[src/rtl/core/assert_macros.svh]
// ---------------------------------------------------------------------------
// assert_macros.svh
// Shared concurrent assertion macros, clocked and reset-qualified.
// ---------------------------------------------------------------------------
`ifndef ASSERT_MACROS_SVH
`define ASSERT_MACROS_SVH

// same-cycle implication
`define ASSERT_IMPLIES(label, clk, rst_n, ante, cons) \
	label: assert property (@(posedge clk) disable iff (!rst_n) (ante) |-> (cons)) \
		else $error("%m: same-cycle check failed");

// next-cycle implication
`define ASSERT_NEXT(label, clk, rst_n, ante, cons) \
	label: assert property (@(posedge clk) disable iff (!rst_n) (ante) |=> (cons)) \
		else $error("%m: next-cycle check failed");

`endif

[src/rtl/core/rcsp_pkg.sv]
// ---------------------------------------------------------------------------
// rcsp_pkg
// Types and constants shared by the request stream parser.
// ---------------------------------------------------------------------------
package rcsp_pkg;

	localparam int ARG_W      = 11;
	localparam int LEN_CFG_W  = 30;
	localparam int CFG_DATA_W = 30;
	localparam int CFG_IDX_W  = 1;

	localparam logic [ARG_W-1:0]     MAX_ARG_RESET = 11'd1024;
	localparam logic [LEN_CFG_W-1:0] MAX_LEN_RESET = 30'd536870912;

	localparam logic [7:0] CH_STAR   = 8'h2A;
	localparam logic [7:0] CH_DOLLAR = 8'h24;
	localparam logic [7:0] CH_LF     = 8'h0A;
	localparam logic [7:0] CH_CR     = 8'h0D;
	localparam logic [7:0] CH_MINUS  = 8'h2D;
	localparam logic [7:0] CH_ZERO   = 8'h30;
	localparam logic [7:0] CH_NINE   = 8'h39;

	typedef enum logic [CFG_IDX_W-1:0] {
		REG_MAX_ARG_COUNT = 1'b0,
		REG_MAX_BULK_LEN  = 1'b1
	} cfg_reg_t;

	typedef enum logic [2:0] {
		TK_OTHER,
		TK_DIGIT,
		TK_MINUS,
		TK_STAR,
		TK_DOLLAR,
		TK_LF,
		TK_CR
	} tok_class_t;

	typedef struct packed {
		logic [7:0] data;
		tok_class_t cls;
	} token_t;

	typedef enum logic [1:0] {
		KIND_PAYLOAD = 2'd0,
		KIND_ARG_END = 2'd1,
		KIND_CMD_END = 2'd2,
		KIND_ERROR   = 2'd3
	} kind_t;

	typedef enum logic [1:0] {
		ERR_COUNT = 2'd0,
		ERR_LEN   = 2'd1,
		ERR_LIMIT = 2'd2
	} err_t;

	typedef struct packed {
		kind_t       kind;
		logic [7:0]  payload_byte;
		logic [9:0]  argument_index;
		err_t        error_code;
	} result_t;

endpackage

[src/rtl/core/rcsp_fifo.sv]
// ---------------------------------------------------------------------------
// rcsp_fifo
// Small register-based queue; head entry is presented while not empty.
// ---------------------------------------------------------------------------
`include "assert_macros.svh"

module rcsp_fifo #(
	parameter int WIDTH = 8,
	parameter int DEPTH = 4
) (
	input  logic             clk,
	input  logic             arst_n,
	input  logic             push,
	input  logic [WIDTH-1:0] wdata,
	output logic             full,
	input  logic             pop,
	output logic [WIDTH-1:0] rdata,
	output logic             empty
);

	localparam int PTR_W = $clog2(DEPTH);
	localparam int CNT_W = $clog2(DEPTH + 1);

	logic [WIDTH-1:0] mem_q [DEPTH];
	logic [PTR_W-1:0] wr_ptr_q, rd_ptr_q;
	logic [CNT_W-1:0] count_q;
	logic             do_push, do_pop;

	assign full    = (count_q == CNT_W'(DEPTH));
	assign empty   = (count_q == '0);
	assign do_push = push && !full;
	assign do_pop  = pop && !empty;
	assign rdata   = mem_q[rd_ptr_q];

	always_ff @(posedge clk) begin
		if (do_push) begin
			mem_q[wr_ptr_q] <= wdata;
		end
	end

	always_ff @(posedge clk or negedge arst_n) begin
		if (!arst_n) begin
			wr_ptr_q <= '0;
			rd_ptr_q <= '0;
			count_q  <= '0;
		end else begin
			if (do_push) begin
				wr_ptr_q <= (wr_ptr_q == PTR_W'(DEPTH - 1)) ? '0 : wr_ptr_q + 1'b1;
			end
			if (do_pop) begin
				rd_ptr_q <= (rd_ptr_q == PTR_W'(DEPTH - 1)) ? '0 : rd_ptr_q + 1'b1;
			end
			if (do_push && !do_pop) begin
				count_q <= count_q + 1'b1;
			end else if (do_pop && !do_push) begin
				count_q <= count_q - 1'b1;
			end
		end
	end

	`ASSERT_IMPLIES(a_count_bound, clk, arst_n, 1'b1, count_q <= CNT_W'(DEPTH))
	`ASSERT_NEXT(a_push_only_grows, clk, arst_n, do_push && !do_pop, !empty)

endmodule

[src/rtl/core/rcsp_front.sv]
// ---------------------------------------------------------------------------
// rcsp_front
// Byte intake: classifies each request byte and queues it as a token.
// ---------------------------------------------------------------------------
module rcsp_front
	import rcsp_pkg::*;
#(
	parameter int DEPTH = 4
) (
	input  logic       clk,
	input  logic       arst_n,
	input  logic       push,
	input  logic [7:0] data_byte,
	output logic       full,
	input  logic       tok_pop,
	output token_t     tok,
	output logic       tok_valid
);

	token_t in_tok;
	logic   tok_empty;

	always_comb begin
		in_tok.data = data_byte;
		if (data_byte inside {[CH_ZERO:CH_NINE]}) begin
			in_tok.cls = TK_DIGIT;
		end else begin
			case (data_byte)
				CH_MINUS:  in_tok.cls = TK_MINUS;
				CH_STAR:   in_tok.cls = TK_STAR;
				CH_DOLLAR: in_tok.cls = TK_DOLLAR;
				CH_LF:     in_tok.cls = TK_LF;
				CH_CR:     in_tok.cls = TK_CR;
				default:   in_tok.cls = TK_OTHER;
			endcase
		end
	end

	rcsp_fifo #(
		.WIDTH ($bits(token_t)),
		.DEPTH (DEPTH)
	) u_tok_fifo (
		.clk   (clk),
		.arst_n(arst_n),
		.push  (push),
		.wdata (in_tok),
		.full  (full),
		.pop   (tok_pop),
		.rdata (tok),
		.empty (tok_empty)
	);

	assign tok_valid = !tok_empty;

endmodule

[src/rtl/core/rcsp_back.sv]
// ---------------------------------------------------------------------------
// rcsp_back
// Parse engine: count, length, payload phases; one token per unstalled cycle.
// ---------------------------------------------------------------------------
`include "assert_macros.svh"

module rcsp_back
	import rcsp_pkg::*;
#(
	parameter int LENGTH_WIDTH = 30
) (
	input  logic                  clk,
	input  logic                  arst_n,
	input  logic                  cfg_write,
	input  logic [CFG_IDX_W-1:0]  cfg_index,
	input  logic [CFG_DATA_W-1:0] cfg_data,
	input  logic                  tok_valid,
	input  token_t                tok,
	output logic                  tok_pop,
	input  logic                  res_full,
	output logic                  res_push,
	output result_t               res
);

	localparam int LW    = LENGTH_WIDTH;
	localparam int CMP_W = (LW > LEN_CFG_W) ? LW : LEN_CFG_W;

	typedef enum logic [1:0] {
		PH_IDLE,
		PH_COUNT,
		PH_LEN,
		PH_DATA
	} phase_t;

	logic [ARG_W-1:0]     max_arg_q;
	logic [LEN_CFG_W-1:0] max_len_q;

	phase_t           phase_q, phase_d;
	logic [LW-1:0]    value_q, value_d;
	logic             neg_q, neg_d, digit_q, digit_d, stop_q, stop_d;
	logic [ARG_W-1:0] exp_q, exp_d, args_q, args_d;
	logic [LW-1:0]    bulk_q, bulk_d, pcount_q, pcount_d;

	// number accumulation
	logic [LW+3:0] prod;
	logic [LW-1:0] sat_value, fed_value, len_sel;
	logic          fed_neg, fed_digit, fed_stop;

	assign prod = ({4'b0, value_q} << 3) + ({4'b0, value_q} << 1)
		+ (LW + 4)'(tok.data[3:0]);
	assign sat_value = (|prod[LW+3:LW]) ? '1 : prod[LW-1:0];
	assign len_sel   = neg_q ? '0 : value_q;

	always_comb begin
		fed_value = value_q;
		fed_neg   = neg_q;
		fed_digit = digit_q;
		fed_stop  = stop_q;
		if (!stop_q) begin
			case (tok.cls)
				TK_DIGIT: begin
					fed_value = sat_value;
					fed_digit = 1'b1;
				end
				TK_MINUS: begin
					if (!neg_q && !digit_q) begin
						fed_neg = 1'b1;
					end else begin
						fed_stop = 1'b1;
					end
				end
				default: fed_stop = 1'b1;
			endcase
		end
	end

	always_comb begin
		phase_d  = phase_q;
		value_d  = value_q;
		neg_d    = neg_q;
		digit_d  = digit_q;
		stop_d   = stop_q;
		exp_d    = exp_q;
		args_d   = args_q;
		bulk_d   = bulk_q;
		pcount_d = pcount_q;
		res_push = 1'b0;
		res.kind           = KIND_PAYLOAD;
		res.payload_byte   = '0;
		res.argument_index = args_q[9:0];
		res.error_code     = ERR_COUNT;
		tok_pop  = tok_valid && !res_full;

		if (tok_pop) begin
			case (phase_q)
				PH_IDLE: begin
					if (tok.cls == TK_STAR) begin
						phase_d = PH_COUNT;
						value_d = '0;
						neg_d   = 1'b0;
						digit_d = 1'b0;
						stop_d  = 1'b0;
					end
				end
				PH_COUNT: begin
					if (tok.cls == TK_LF) begin
						if (!digit_q || neg_q || value_q == '0) begin
							res_push       = 1'b1;
							res.kind       = KIND_ERROR;
							res.error_code = ERR_COUNT;
						end else if (CMP_W'(value_q) > CMP_W'(max_arg_q)) begin
							res_push       = 1'b1;
							res.kind       = KIND_ERROR;
							res.error_code = ERR_LIMIT;
						end else begin
							exp_d   = ARG_W'(value_q);
							args_d  = '0;
							phase_d = PH_LEN;
							value_d = '0;
							neg_d   = 1'b0;
							digit_d = 1'b0;
							stop_d  = 1'b0;
						end
					end else if (tok.cls != TK_CR) begin
						value_d = fed_value;
						neg_d   = fed_neg;
						digit_d = fed_digit;
						stop_d  = fed_stop;
					end
				end
				PH_LEN: begin
					if (tok.cls == TK_DOLLAR) begin
						value_d = '0;
						neg_d   = 1'b0;
						digit_d = 1'b0;
						stop_d  = 1'b0;
					end else if (tok.cls == TK_LF) begin
						if (neg_q || digit_q || stop_q) begin
							if (!digit_q) begin
								res_push       = 1'b1;
								res.kind       = KIND_ERROR;
								res.error_code = ERR_LEN;
							end else if (CMP_W'(len_sel) > CMP_W'(max_len_q)) begin
								res_push       = 1'b1;
								res.kind       = KIND_ERROR;
								res.error_code = ERR_LIMIT;
							end else begin
								bulk_d   = len_sel;
								pcount_d = '0;
								phase_d  = PH_DATA;
								value_d  = '0;
								neg_d    = 1'b0;
								digit_d  = 1'b0;
								stop_d   = 1'b0;
							end
						end
					end else if (tok.cls != TK_CR) begin
						value_d = fed_value;
						neg_d   = fed_neg;
						digit_d = fed_digit;
						stop_d  = fed_stop;
					end
				end
				PH_DATA: begin
					if (pcount_q < bulk_q) begin
						pcount_d         = pcount_q + 1'b1;
						res_push         = 1'b1;
						res.kind         = KIND_PAYLOAD;
						res.payload_byte = tok.data;
					end else if (tok.cls == TK_LF) begin
						res_push = 1'b1;
						if (ARG_W'(args_q + 1'b1) == exp_q) begin
							res.kind = KIND_CMD_END;
							phase_d  = PH_IDLE;
							exp_d    = '0;
							args_d   = '0;
						end else begin
							res.kind = KIND_ARG_END;
							args_d   = args_q + 1'b1;
							phase_d  = PH_LEN;
						end
						bulk_d   = '0;
						pcount_d = '0;
						value_d  = '0;
						neg_d    = 1'b0;
						digit_d  = 1'b0;
						stop_d   = 1'b0;
					end
				end
				default: phase_d = PH_IDLE;
			endcase

			// errors drop all parse state
			if (res_push && res.kind == KIND_ERROR) begin
				phase_d  = PH_IDLE;
				value_d  = '0;
				neg_d    = 1'b0;
				digit_d  = 1'b0;
				stop_d   = 1'b0;
				exp_d    = '0;
				args_d   = '0;
				bulk_d   = '0;
				pcount_d = '0;
			end
		end
	end

	always_ff @(posedge clk or negedge arst_n) begin
		if (!arst_n) begin
			max_arg_q <= MAX_ARG_RESET;
			max_len_q <= MAX_LEN_RESET;
		end else if (cfg_write) begin
			case (cfg_reg_t'(cfg_index))
				REG_MAX_ARG_COUNT: max_arg_q <= cfg_data[ARG_W-1:0];
				REG_MAX_BULK_LEN:  max_len_q <= cfg_data[LEN_CFG_W-1:0];
				default: ;
			endcase
		end
	end

	always_ff @(posedge clk or negedge arst_n) begin
		if (!arst_n) begin
			phase_q  <= PH_IDLE;
			value_q  <= '0;
			neg_q    <= 1'b0;
			digit_q  <= 1'b0;
			stop_q   <= 1'b0;
			exp_q    <= '0;
			args_q   <= '0;
			bulk_q   <= '0;
			pcount_q <= '0;
		end else begin
			phase_q  <= phase_d;
			value_q  <= value_d;
			neg_q    <= neg_d;
			digit_q  <= digit_d;
			stop_q   <= stop_d;
			exp_q    <= exp_d;
			args_q   <= args_d;
			bulk_q   <= bulk_d;
			pcount_q <= pcount_d;
		end
	end

	`ASSERT_IMPLIES(a_payload_bound, clk, arst_n, 1'b1, pcount_q <= bulk_q)
	`ASSERT_IMPLIES(a_idle_clean, clk, arst_n, phase_q == PH_IDLE,
		args_q == '0 && pcount_q == '0 && bulk_q == '0)
	`ASSERT_NEXT(a_error_to_idle, clk, arst_n, res_push && res.kind == KIND_ERROR,
		phase_q == PH_IDLE)

endmodule

[src/rtl/core/resp_command_stream_parser.sv]
// ---------------------------------------------------------------------------
// resp_command_stream_parser
// Streaming parser for request arrays of bulk strings.
// ---------------------------------------------------------------------------
// Takes one request byte per cycle while not full and gives at most one result
// per byte, sustained at one byte every clock while results are popped. A byte
// pushed into an empty block is registered in the token queue behind the
// classifier, and its result in the result queue behind the parse engine,
// before it reaches the result ports and can be popped. The parse engine's
// combinational decimal accumulate and limit compare set the clock. The user
// must write limits only while the block is idle; the block does not enforce
// this.
module resp_command_stream_parser
	import rcsp_pkg::*;
#(
	parameter int LENGTH_WIDTH = 30,
	parameter int QUEUE_DEPTH  = 4
) (
	input  logic                  clk,
	input  logic                  arst_n,
	input  logic                  cfg_write,
	input  logic [CFG_IDX_W-1:0]  cfg_index,
	input  logic [CFG_DATA_W-1:0] cfg_data,
	input  logic                  push,
	input  logic [7:0]            data_byte,
	output logic                  full,
	input  logic                  pop,
	output logic                  empty,
	output logic [1:0]            kind,
	output logic [7:0]            payload_byte,
	output logic [9:0]            argument_index,
	output logic [1:0]            error_code
);

	token_t  tok;
	logic    tok_valid, tok_pop;
	logic    res_push, res_full;
	result_t res_in, res_out;

	rcsp_front #(
		.DEPTH(QUEUE_DEPTH)
	) u_front (
		.clk      (clk),
		.arst_n   (arst_n),
		.push     (push),
		.data_byte(data_byte),
		.full     (full),
		.tok_pop  (tok_pop),
		.tok      (tok),
		.tok_valid(tok_valid)
	);

	rcsp_back #(
		.LENGTH_WIDTH(LENGTH_WIDTH)
	) u_back (
		.clk      (clk),
		.arst_n   (arst_n),
		.cfg_write(cfg_write),
		.cfg_index(cfg_index),
		.cfg_data (cfg_data),
		.tok_valid(tok_valid),
		.tok      (tok),
		.tok_pop  (tok_pop),
		.res_full (res_full),
		.res_push (res_push),
		.res      (res_in)
	);

	rcsp_fifo #(
		.WIDTH($bits(result_t)),
		.DEPTH(QUEUE_DEPTH)
	) u_res_fifo (
		.clk   (clk),
		.arst_n(arst_n),
		.push  (res_push),
		.wdata (res_in),
		.full  (res_full),
		.pop   (pop),
		.rdata (res_out),
		.empty (empty)
	);

	assign kind           = res_out.kind;
	assign payload_byte   = res_out.payload_byte;
	assign argument_index = res_out.argument_index;
	assign error_code     = res_out.error_code;

endmodule
[config.mk]
export PLATFORM = sky130hd
export DESIGN_NAME = resp_command_stream_parser
export DESIGN_NICKNAME = d
export VERILOG_FILES = /design/src/rtl/core/rcsp_pkg.sv /design/src/rtl/core/rcsp_fifo.sv /design/src/rtl/core/rcsp_front.sv /design/src/rtl/core/rcsp_back.sv /design/src/rtl/core/resp_command_stream_parser.sv
export VERILOG_INCLUDE_DIRS = /design/src /design/src/rtl/core
export SDC_FILE = /design/constraint.sdc
export NUM_CORES = 1
export LEC_CHECK = 0
export ABC_AREA = 1
export BUFFER_PORTS_ARGS = -buffer_cell sky130_fd_sc_hd__buf_2
export CAP_MARGIN = 10
export CORE_ASPECT_RATIO = 0.5
export CORE_MARGIN = 2
export CORE_UTILIZATION = 40
export CTS_BUF_LIST = sky130_fd_sc_hd__clkbuf_8 sky130_fd_sc_hd__clkbuf_16
export DETAILED_ROUTE_END_ITERATION = 10
export GPL_TIMING_DRIVEN = 0
export SLEW_MARGIN = 10
export SYNTH_ARGS = -nofsm -noshare
export SYNTH_HDL_FRONTEND = slang
export SYNTH_SLANG_ARGS = --single-unit
[constraint.sdc]
create_clock -name clk -period 4.92 [get_ports clk]
set_input_delay 0 -clock clk [delete_from_list [all_inputs] [get_ports clk]]
set_output_delay 0 -clock clk [all_outputs]
set_load 0.01 [all_outputs]
* Word level (Yosys, flattened, before mapping) *
Memories as Yosys holds them, arrays and structs flattened.
Cells that the tools add are included.

word-level totals
  bits in latches = 0
  memories = 2
  memory bits (read-only) = 0
  register bits after elaboration = 172
  RAM bits = 132
  input port bits = 44
  word-level logic and storage cells = 270

memory list
  name                      words  width  rd ports  clocked after Yosys merged registers in  write ports  line             source
  u_res_fifo.mem_q          4      22     1         0                                        1            rcsp_fifo.sv:24  logic [WIDTH-1:0] mem_q [DEPTH];
  u_front.u_tok_fifo.mem_q  4      11     1         0                                        1            rcsp_fifo.sv:24

cells by class
  multiplexer cells = 149
  multiply operators = 0
  order comparisons = 5
  shift-type cells = 0
  divide/modulo/power cells = 0
  eq/ne operators = 40
  reduce and logical (&&, ||, !) cells = 44
  bitwise operators = 1
  $add $sub $neg = 12

operators with widths
  operator                                                                 number
  30-bit 2-to-1 mux                                                        27
  11-bit 2-to-1 mux                                                        14
  30-bit one-hot mux with 2 select lines                                   2
  30-bit one-hot mux with 4 select lines                                   1
  2-bit 2-to-1 mux                                                         38
  1-bit 2-to-1 mux                                                         48
  11-bit one-hot mux with 2 select lines                                   2
  33-bit by 31-bit adder with 34-bit output                                1
  34-bit by 4-bit adder with 34-bit output                                 1
  30-bit by 1-bit adder with 30-bit output, second input constant          1
  30-bit by 11-bit > comparator with 1-bit output                          1
  30-bit > comparator                                                      1
  30-bit zero test                                                         1
  30-bit less-than comparator                                              1
  8-bit by 6-bit equality test with 1-bit output, second input constant    3
  3-bit by 1-bit inequality test with 1-bit output, second input constant  7
  3-bit inequality test, second input constant                             6
  9-bit AND reduction                                                      2
  8-bit by 4-bit equality test with 1-bit output, second input constant    2
  8-bit 2-to-1 mux                                                         2
  8-bit AND reduction                                                      2
  3-bit 2-to-1 mux                                                         5
  3-bit one-hot mux with 5 select lines                                    1
  2-bit equality test, second input constant                               7
  34 further kinds                                                         75

* Depth between registers and ports, before layout *
  depth after elaboration = 15
  gate-level depth with buffers = 27
  mapped depth without buffers = 26

* Cells and area by module *
A second synthesis with hierarchy kept.

unflattened totals
  cell total of the unflattened synthesis = 2,580
  area, all modules = 20,064.2 um^2

by module, submodules not included
  module                          times used  cells each  area an instance (um^2)
  rcsp_back                       1           2,039       13,635.6
  rcsp_fifo (u_res_fifo)          1           317         4,033.9
  rcsp_fifo (u_front.u_tok_fifo)  1           189         2,230.9
  rcsp_front                      1           35          163.9

* Worst setup path before layout *
No wires, ideal clock.

  path kind = register to register
  from = register u_back.neg_q
  to = memory u_res_fifo.mem_q[0][0] in the netlist's numbering, enable pin
  arrival time = 3.520 ns
  stages on the path, launching flop included = 20
  clock period less this slack = 3.921 ns
  data required time = 4.519 ns
  path buffers = 3
  slack = 0.999 ns
  cell sequence = dfrtp_1 > clkbuf_1 > clkbuf_1 > clkbuf_1 > nor2_1 > ha_1 > nand2_1 > nor2_1 > nand2_1 > nor3b_1 > nand2_1 > nand2_1 > nand2_1 > nand2_1 > nand2_1 > nand2_2 > inv_1 > nand2_1 > nand2_1 > nor2_1

on the way
  word-level cells in the longest chain between the ends = 13
  elaborated cells on any way between the ends = 19
  those cells by class = 1 x order compare; 13 x mux; 5 x reduce/logical

ends and longest elaborated chain
  what                                      line              source
  start: declaration                        rcsp_back.sv:40   logic neg_q, neg_d, digit_q, digit_d, stop_q, stop_d;
  start signal: assignment                  rcsp_back.sv:235  neg_q <= neg_d;
  30-bit 2-to-1 mux                         rcsp_back.sv:52   assign len_sel = neg_q ? '0 : value_q;
  30-bit > comparator                       rcsp_back.sv:143  end else if (CMP_W'(len_sel) > CMP_W'(max_len_q)) begin
  1-bit 2-to-1 mux                          rcsp_back.sv:143
  1-bit 2-to-1 mux                          rcsp_back.sv:139  if (!digit_q) begin
  1-bit 2-to-1 mux                          rcsp_back.sv:138  if (neg_q || digit_q || stop_q) begin
  1-bit 2-to-1 mux                          rcsp_back.sv:137  end else if (tok.cls == TK_LF) begin
  1-bit 2-to-1 mux                          rcsp_back.sv:132  if (tok.cls == TK_DOLLAR) begin
  1-bit one-hot mux with 3 select lines *   rcsp_back.sv:95   case (phase_q)
  1-bit 2-to-1 mux * (2 in series)          rcsp_back.sv:94   if (tok_pop) begin
  1-bit logical AND *                       rcsp_fifo.sv:31   assign do_push = push && !full;
  1-bit 2-to-1 mux *                        rcsp_fifo.sv:36   if (do_push) begin
  1-bit 2-to-1 mux (not written as such) *  rcsp_fifo.sv:37   mem_q[wr_ptr_q] <= wdata;
  end: declaration                          rcsp_fifo.sv:24

Mark *: on every way between the ends. The rest lies on a longest branch, timed or not. The select of a mux whose other input is x is not followed.

* Worst setup path in the final report *
  from = register u_back.neg_q
  to = register u_res_fifo.count_q[1]

on the way
  word-level cells in the longest chain between the ends = 14
  elaborated cells on any way between the ends = 22
  those cells by class = 1 x order compare; 12 x mux; 9 x reduce/logical

ends and longest elaborated chain
  what                                     line              source
  30-bit 2-to-1 mux                        rcsp_back.sv:52
  30-bit > comparator                      rcsp_back.sv:143
  1-bit 2-to-1 mux                         rcsp_back.sv:143
  1-bit 2-to-1 mux                         rcsp_back.sv:139
  1-bit 2-to-1 mux                         rcsp_back.sv:138
  1-bit 2-to-1 mux                         rcsp_back.sv:137
  1-bit 2-to-1 mux                         rcsp_back.sv:132
  1-bit one-hot mux with 3 select lines *  rcsp_back.sv:95
  1-bit 2-to-1 mux * (2 in series)         rcsp_back.sv:94
  1-bit logical AND *                      rcsp_fifo.sv:31
  via u_res_fifo.do_push                   rcsp_fifo.sv:27   logic do_push, do_pop;
  1-bit zero test                          rcsp_fifo.sv:55   end else if (do_pop && !do_push) begin
  1-bit logical AND                        rcsp_fifo.sv:55
  2-bit nonzero test (no line)             -
  end signal: assignment                   rcsp_fifo.sv:54   count_q <= count_q + 1'b1;
  end signal: assignment                   rcsp_fifo.sv:56   count_q <= count_q - 1'b1;
  end: declaration                         rcsp_fifo.sv:26   logic [CNT_W-1:0] count_q;

The timed path passes the listed nets; every way through them passes the cells marked *. The select of a mux whose other input is x is not followed.
A chain may end at the register's enable or synchronous reset.

==> metrics.cfg <==
[status]
status = finished clean

[setup_path]
critical_path_class = flip-flop to flip-flop
worstPathMaxFanout = 10
startpoint_type = flip-flop
worst_ep_arrival_time_ps = 5140
r2r_cells = 20
cp.required_ps = 5390
cp-end-kind = flip-flop

[yosys]
synth_top_area_cell = dfrtp_1
synthCells = 2509
ys_async_sr_fraction = 0.566
ys_top_cells_by_area = dfrtp_1 22%, edfxtp_1 21%, nand2_1 13%
synth_nets = 2704
ys.flop_type = dfrtp_1
synth_top_area_frac = 0.221
synth_seq_cells = 304
synthDistinctLibCells = 46
seq_area_frac_synth = 0.430
syn_area_um2 = 19300
syn_area_per_cell_um2 = 7.67
synth-edff-count = 132
ys_warn_count = 0

[timing]
slew-limit-headroom = 0.274
fin_crit_sh = 0.948
maxSlewViolCount = 0
setup_ws_ps = 256
max_freq_mhz = 214
setup_viol = 0
clock_skew_ps = 16.3
finalHoldViolCount = 0
tightest_slew_ps = 1080
finalCriticalPeriod_ps = 4660

[run]
drv_cap = 0

[floorplanning]
num_rows = 56
die_y_um = 159
dieWidth_um = 314
die_area_um2 = 50000
coreArea_um2 = 47200
ios = 68
start_util = 0.408

[route]
topRoutingLayerUsed = met4
dr_total_vias = 16914
wl_per_cell_um = 16.3
wl_met1_um = 27000
dr_wl_met3_um = 2910
ant_nets = 0
met2_length_um = 22900
via_per_inst = 5.10
firstDrtPassIters = 6
drtIter0Drc = 1399
totalWireLength_um = 54000
drc = 0

[placed_design]
dp_slack_ps = -85.6
hpwl_um = 40500
io_buffers = 67
routabilityCongestion = 0.963

[clock_network]
clock_latency_ps = 580
cts_buffers = 30
cts.sinks = 304
htreeDepth = 1
root_buffer = clkbuf_16
path_clk_slew_ps = 70
cts_setup_buffers = 0
cts_tree = yes
cts_max_path_buffers = 3

[hold_path]
worstHoldPathType = input pin to flip-flop
min_path_cells = 5

[cells_and_area]
drive_above_1_share = 0.0675
area_delta_synth_final_pct = 13.9
fin_nets = 2851
n_fill_cell = 4727
seq_area_um2 = 8270
utilization = 0.465
diodes = 0
multi_input_area_um2 = 9590

[power_and_ir_drop]
cellPowerDensity_nw_per_um2 = 584
ir_worst_vdd_mv = 0.406
finalPower_uw = 12800
leakage_uw = 0.0104

[global_route]
grt_max_degree = 101
grt_pass1_wl_um = 86700
track_usage = 0.216
antenna_found_initial = 0
grt_pass1_vias = 15970
grt_overflow = 0

-- layout by cell type (no fill, tap or decap), types with 4 or more instances in the layout --
cell | Yosys | layout
clkbuf_16 | 0 | 30
xnor2_1 | 17 | 17
clkbuf_1 | 59 | 49
dfrtp_1 | 170 | 170
o22ai_1 | 29 | 28
nor4_1 | 12 | 12
inv_2 | 4 | 4
a211oi_1 | 5 | 5
buf_2 | 28 | 94
ha_1 | 147 | 147
o21bai_1 | 4 | 4
inv_1 | 260 | 269
or2_2 | 4 | 4
nand4_1 | 56 | 56
xor2_1 | 38 | 38
o21ai_0 | 158 | 158
nand2_1 | 659 | 659
fa_1 | 4 | 4
nand3b_1 | 7 | 7
buf_6 | 4 | 4
clkinv_1 | 1 | 6
nor2_1 | 382 | 377
a21oi_1 | 104 | 104
nor2_2 | 2 | 5
edfxtp_1 | 132 | 132
dlygate4sd3_1 | 0 | 46
clkbuf_2 | 0 | 8
nor3_1 | 56 | 56
nand3_1 | 131 | 131
-- synth_stat cells, types with 4 or more instances --
| master | instances |
|---|---|
| nor2_1 | 382 |
| nand2_1 | 659 |
| clkbuf_1 | 59 |
| o21ai_0 | 158 |
| buf_6 | 4 |
| o21bai_1 | 4 |
| o22ai_1 | 29 |
| nand3b_1 | 7 |
| a21oi_1 | 104 |
| xnor2_1 | 17 |
| inv_2 | 4 |
| a211oi_1 | 5 |
| dfrtp_1 | 170 |
| buf_2 | 28 |
| edfxtp_1 | 132 |
| nor4_1 | 12 |
| or2_2 | 4 |
| inv_1 | 260 |
| nand4_1 | 56 |
| nand3_1 | 131 |
| ha_1 | 147 |
| fa_1 | 4 |
| nor3_1 | 56 |
| xor2_1 | 38 |
-- power by group --
part	leakage (µW)	internal, µW	switching (µW)
combinational	0.00651	1990	4970
clock	0.000500	1250	1050
sequential	0.00343	3190	356
total	0.0104	6430	6370
-- sequential cells by signal, indices dropped and copies added (netlist names) --
name and count:
u_res_fifo.wr_ptr_q 2, u_back.phase_q 2, u_back.digit_q 1, u_front.u_tok_fifo.wr_ptr_q 2, u_front.u_tok_fifo.mem_q 44, u_back.exp_q 11, u_back.stop_q 1, u_back.bulk_q 30
u_back.neg_q 1, u_back.max_len_q 30, u_front.u_tok_fifo.count_q 3, u_front.u_tok_fifo.rd_ptr_q 2, u_back.value_q 30, u_res_fifo.count_q 3, u_back.max_arg_q 11, u_back.pcount_q 30
u_back.args_q 11, u_res_fifo.rd_ptr_q 2, u_res_fifo.mem_q 88
-- path summary, 6_finish.rpt --
check | startpoint | to | slack (ps)
setup / recovery | u_back.neg_q | u_res_fifo.count_q[1] | 260
hold / removal | cfg_index | u_back.max_len_q[29] | 100
setup reg to reg | u_back.neg_q | u_res_fifo.count_q[1] | 260
min in group asynchronous | arst_n | u_back.max_len_q[29] | 500
max in group asynchronous | arst_n | u_back.max_len_q[16] | 3150
hold reg to reg | u_back.bulk_q[9] | u_back.bulk_q[9] | 470
-- stage by stage --
| stage | cell area (µm²) | cells | hold WS, ps | setup TNS [ps] |
|---|---|---|---|---|
| 2_1_floorplan | 19300 | 2509 | -296 | 0 |
| 3_3_place_gp | 20400 | 3214 | 241 | -51980 |
| 3_5_place_dp | 20500 | 3218 | -155 | -85.6 |
| 4_1_cts | 21900 | 3320 | 100 | 0 |
| 5_1_grt | 21900 | 3318 | 164 | -10.2 |
| 6_report | 21900 | 3318 | 97.9 | 0 |
-- layout make-up --
cell class | instances | share of cell area
clock buffer | 32 | 0.0355
inverter | 266 | 0.0456
buffer | 92 | 0.0193
sequential | 304 | 0.377
clock inverter | 24 | 0.00810
multi-input combinational | 1845 | 0.437
tap | 638 | 0.0364
timing repair buffer | 117 | 0.0406
-- per-layer routing --
metal	GRT usage	vias to the layer above
li1	-	8542
met1	0.321	7897
met2	0.330	396
met3	0.0322	79
met4	0.0509	0
met5	0	-
-- critical path: stages (launching register included) --
cell,delay (ps)
dfrtp_1,560
clkbuf_1,540
nor2_1,140
ha_1,300
nand2_1,70
nor2_1,100
nand2_1,90
nor3b_1,390
nand3_1,300
nand2_1,190
nand2_1,70
nand2_1,80
nand2_2,70
inv_1,120
nand2_1,70
nand2_1,290
inv_1,180
ha_1,220
inv_1,90
fa_1,410
mux2_2,260
-- logic make-up after synthesis --
logic type,synth area share
buf+inv,0.0739
mux,0.00117
simple gates,0.283
flops,0.430
compound gates,0.0882
fa+ha+maj,0.0997
xor+xnor,0.0250
-- timing repair --
item	CTS	global route
cloned	0	0
hold endpoints to repair	200	0
resized for setup	3	12
setup endpoints to repair	2	45
hold buffers	46	0
Power figures use the tool's default switching activity.
